**src/design/rcdt_pkg.sv**
```systemverilog
// Package: types, constants and codes of the refcounted dedup table
package rcdt_pkg;
	localparam int ENTRIES    = 256;
	localparam int IDX_BITS   = 8;
	localparam int CNT_BITS   = 16;
	localparam logic [63:0] FNV_OFFSET = 64'd14695981039346656037;
	localparam logic [63:0] FNV_PRIME  = 64'd1099511628211;

	localparam logic CMD_INTERN  = 1'b0;
	localparam logic CMD_RELEASE = 1'b1;

	localparam logic [2:0] ST_REUSED  = 3'd0;
	localparam logic [2:0] ST_ALLOC   = 3'd1;
	localparam logic [2:0] ST_FULL    = 3'd2;
	localparam logic [2:0] ST_DROPPED = 3'd3;
	localparam logic [2:0] ST_FREED   = 3'd4;
	localparam logic [2:0] ST_IGNORED = 3'd5;

	typedef struct packed {
		logic        command;
		logic [63:0] key_value;
		logic [7:0]  release_index;
	} request_t;

	typedef struct packed {
		logic [7:0]  slot_index;
		logic [2:0]  status;
		logic [63:0] key_hash;
		logic [15:0] ref_count;
	} result_t;
endpackage

```
**src/design/rcdt_hash.sv**
```systemverilog
// Iterative FNV-1a 64 hash: one byte per round, product split in 32-bit parts
module rcdt_hash (
	input  logic        clk,
	input  logic        arst_n,
	input  logic        go,
	input  logic [63:0] key,
	output logic        done,
	output logic [63:0] hash
);
	import rcdt_pkg::*;

	typedef enum logic [3:0] {
		H_IDLE = 4'b0001,
		H_XOR  = 4'b0010,
		H_MUL  = 4'b0100,
		H_ADD  = 4'b1000
	} hstate_t;

	hstate_t     state_q;
	logic [2:0]  byte_q;
	logic [63:0] key_q, h_q, lo_q, hi_q;
	logic [63:0] x;

	// prime = 0x100_0000_01B3: h*p = h*0x1B3 + (h << 40)
	always_comb x = h_q;

	always_ff @(posedge clk or negedge arst_n) begin
		if (!arst_n) begin
			state_q <= H_IDLE;
			byte_q  <= '0;
			done    <= 1'b0;
		end else begin
			done <= 1'b0;
			case (state_q)
				H_IDLE: begin
					if (go) begin
						key_q   <= key;
						h_q     <= FNV_OFFSET;
						byte_q  <= '0;
						state_q <= H_XOR;
					end
				end
				H_XOR: begin
					h_q     <= h_q ^ {56'd0, key_q[7:0]};
					key_q   <= key_q >> 8;
					state_q <= H_MUL;
				end
				H_MUL: begin
					lo_q    <= {32'd0, x[31:0]} * 64'h1B3;
					hi_q    <= {32'd0, x[63:32]} * 64'h1B3;
					state_q <= H_ADD;
				end
				H_ADD: begin
					h_q    <= lo_q + {hi_q[31:0], 32'd0} + {x[23:0], 40'd0};
					byte_q <= byte_q + 3'd1;
					if (byte_q == 3'd7) begin
						done    <= 1'b1;
						state_q <= H_IDLE;
					end else begin
						state_q <= H_XOR;
					end
				end
				default: state_q <= H_IDLE;
			endcase
		end
	end

	always_comb hash = h_q;
endmodule

```
**config.mk**
```make
export PLATFORM = sky130hd
export DESIGN_NAME = rcdt_hash
export DESIGN_NICKNAME = d
export VERILOG_FILES = /design/src/design/rcdt_pkg.sv /design/src/design/rcdt_hash.sv
export SDC_FILE = /design/constraint.sdc
export NUM_CORES = 1
export LEC_CHECK = 0
export BUFFER_PORTS_ARGS = -buffer_cell sky130_fd_sc_hd__buf_2
export CORE_MARGIN = 2
export CORE_UTILIZATION = 45
export DETAILED_ROUTE_END_ITERATION = 10
export SYNTH_ARGS = -nofsm -noshare
export SYNTH_HDL_FRONTEND = slang
export SYNTH_SLANG_ARGS = --single-unit
```
**constraint.sdc**
```tcl
create_clock -name clk -period 10.8 [get_ports clk]
set_input_delay 0.54 -clock clk [delete_from_list [all_inputs] [get_ports clk]]
set_output_delay 0.54 -clock clk [all_outputs]
set_load 0.005 [all_outputs]
```
==> results.md <==
* Cell area after placement at around 22000 µm²
* Die Y-Extent at 216.8 µm
* Total global routing track utilization at 22.93%
* Clock tree from TritonCTS: built
* Highest net fanout along the worst path at 7
* Worst Max-Slew Pin Slew at roughly 1.1 ns
* Total CTS buffers at 25
* Synth Area per Inst at 10.55 µm²
* Post-DP HPWL at ~42 mm
* Count of flip-flops with a built-in enable after synthesis at 201
* Number of global-route vias before repair at 14780
* Synth warn at 0
* Quantity of I/O buffers inserted on ports at 131
* Worst Hold Depth at 2
* Global-route wire length before repair at between 80 and 90 mm
* Top library cells by usage in the layout, fill and taps aside: inv_1, ha_1, edfxtp_1, fa_1, buf_2
* Total standard cell area after synthesis at around 20000 µm²
* Total of max-cap violations at 0
* Worst slew margin at between 20 and 30%
* Final count of hold timing violations at 0
* Grt total ovfl at 0
* Worst hold path startpoint: key[60]
* Std-Cell Core Area at 44410 µm²
* Accumulated negative setup slack at 0 ns
* Portion of the post-synthesis area used by sequential elements at approximately 31%
* Total number of vias at 13890
* Number of nets with antenna violations after detailed routing at 0
* Number of failing setup endpoints in the final timing report at 0
* Flip-flop and latch count after synthesis at 209
* Number of detailed-route iterations in the first pass at 8
* Main flop type after synthesis: edfxtp_1
* Most common cell after layout, fill and taps aside: inv_1
* Post-synthesis instance total at 1931
* Net count after synthesis at 2428
* Post-Route Utilization at 50.62%
* Net count reported at finish at 2548
* Site row count at 77
* Worst R2R Setup Slack at roughly 5.5 ns
* Type of the most critical hold path: input port to register
* Cell types with the largest area share after synthesis: edfxtp_1, fa_1, ha_1, inv_1, xnor2_1
* Async set or reset register ratio after synthesis at approximately 3.8%
* Boundary pin count at 132
* Die ar. at 46980 µm²
* Initial antenna violation count at 0
* Drt initial violations at about 720
* Floorplan die width at 216.8 µm
* Launching element type of the critical path: register
* Count of H-tree levels built during CTS at 1
* Clock latency reported for the late side of the worst-skew pair at about 0.56 ns
* CP Data Required Time at 11.09 ns
* Diode count at 0
* Min setup slack post-route at between 5 and 6 ns
* Source of the worst register-to-register timing path: hash[1]
* Minimum clock period after layout at 5.301 ns
* Routed wire length per instance at 19.63 µm
* DP Worst Slack at 5.524 ns
* Clock Path Buffers at 3
* Arrival time of the worst setup path at approximately 5.6 ns
* Routed via count divided by cell count at roughly 5.2
* Share of post-route cells with drive strength above 1 at 12.28%
* Total Wirelength at ~52 mm
* Number of distinct library cell variants in the gate-level netlist after synthesis at 70
* Classification of the worst setup path: register to register
* Largest area contributor in the synthesized netlist: edfxtp_1
* Cell count of the worst reg-to-reg path at 17
* Result of the run: finished, final reports clean
* Drc violations at 0
* Final worst clock skew at approximately 0.021 ns
* Pin count of the biggest net entering global routing at 74
* Capture endpoint of the worst hold path: key_q[60]
* Final design instance area without fill at 22480 µm²
* Final estimated routing congestion in global placement at between 0.9 and 1
* Reg2reg end: lo_q[32]
* Initial standard-cell utilization of the core at 45.86%
* Count of clock tree sinks at between 200 and 250
* Number of inserted filler cells in the final layout at around 4000
* Fmax at 0.1886 GHz
* Capturing element type of the critical path: register
* Register clock-pin slew on the reported worst setup and hold paths at 0.06 ns
* Critical Path Source: hash[1]
* Max Slew Vio Count at 0
* Top cell type's share of synthesized area at 29.63%
* Area Growth Syn to Fin at 10.38%
* Share of the clock period used by the worst path at 49.08%
* Unrepaired setup endpoints after global routing: no
* Library cell used as clock root buffer: clkbuf_16
per-stage QoR:
stage,instances,hold WS [ns]
after floorplan,1931,0.2444
after global placement,2615,0.4076
after detailed placement,2615,0.4120
after CTS,2661,0.2513
after global routing,2661,0.2613
final,2661,0.2743
how the worst max path moves through the flow:
stage	end	slack, ns	depth (start not counted)
2_1_floorplan	key_q[0]	2.66	3
3_3_place_gp	lo_q[32]	5.50	17
3_5_place_dp	lo_q[32]	5.52	17
4_1_cts	lo_q[32]	5.47	17
5_1_grt	lo_q[32]	5.20	16
6_report	lo_q[32]	5.50	17
synthesized netlist by cell type, types with 5 or more instances:
cell type and number:
nand3_1 17, nand2_1 72, a31oi_1 17, o21bai_1 20, mux2_2 58, o21ai_0 58
ha_1 247, nor3_1 15, edfxtp_1 201, inv_1 402, a21oi_1 101, xor2_1 63
dfrtp_1 7, and2_1 33, fa_1 183, o22ai_1 5, buf_2 7, a21o_1 72
nand4_1 16, clkbuf_1 35, o21a_1 13, o31ai_1 7, nor2b_1 16, a211oi_1 10
and3_1 13, nor2_1 67, xnor2_1 82, a22o_1 8, nand2b_1 9
flip-flops by register name, summed over array words and instances, names as in the netlist:
name / cells
hash: 64
key_q: 64
lo_q: 41
hi_q: 32
state_q: 4
byte_q: 3
done: 1
critical path: stages, from the launching register on:
cell and delay (ns):
edfxtp_1 0.53, ha_1 0.41, xor2_1 0.18, ha_1 0.19, or2_2 0.30, fa_1 0.53
inv_1 0.07, fa_1 0.53, inv_1 0.05, ha_1 0.33, inv_1 0.07, nor3_1 0.26
a211oi_1 0.18, o221ai_2 0.29, a21oi_1 0.19, o31ai_1 0.57, a21oi_1 0.18, xnor2_1 0.17
layout make-up:
type	count	area (µm²)	area share, %
Clock inverter	15	170.2	0.7569
Inverter	402	1509	6.712
Tap cell	592	740.7	3.295
Multi-Input combinational cell	1273	12460	55.40
Sequential cell	209	6237	27.74
Timing Repair Buffer	140	725.7	3.228
Clock buffer	30	644.4	2.866
cell families after synthesis:
| kind of cell | Yosys count | share of synthesized area (%) |
|---|---|---|
| buffers and inverters | 449 | 8.360 |
| adder cells (fa/ha/maj) | 430 | 33.16 |
| AO/OA/AOI/OAI | 352 | 11.22 |
| AND/OR/NAND/NOR | 284 | 7.003 |
| flip-flops | 209 | 30.62 |
| XOR/XNOR | 145 | 6.235 |
| multiplexers | 62 | 3.403 |
what timing repair did:
action | in CTS | in global routing
buffers inserted | 0 | 0
hold buffers | 1 | 0
resized for setup | 0 | 0
endpoints found under the hold margin | 7 | 0
layer usage:
metal | part of all wire (%) | vias up | global-route usage [%]
met5 | 0 | - | 0
met4 | 2.3 | 0 | 5.342
met1 | 46 | 6797 | 31.29
met3 | 4.7 | 78 | 3.452
li1 | - | 6718 | -
met2 | 47 | 293 | 38.59
Power is left out: the tool's default activity adds up to more than one toggle a clock period on the data nets, which glitch-free logic cannot reach.
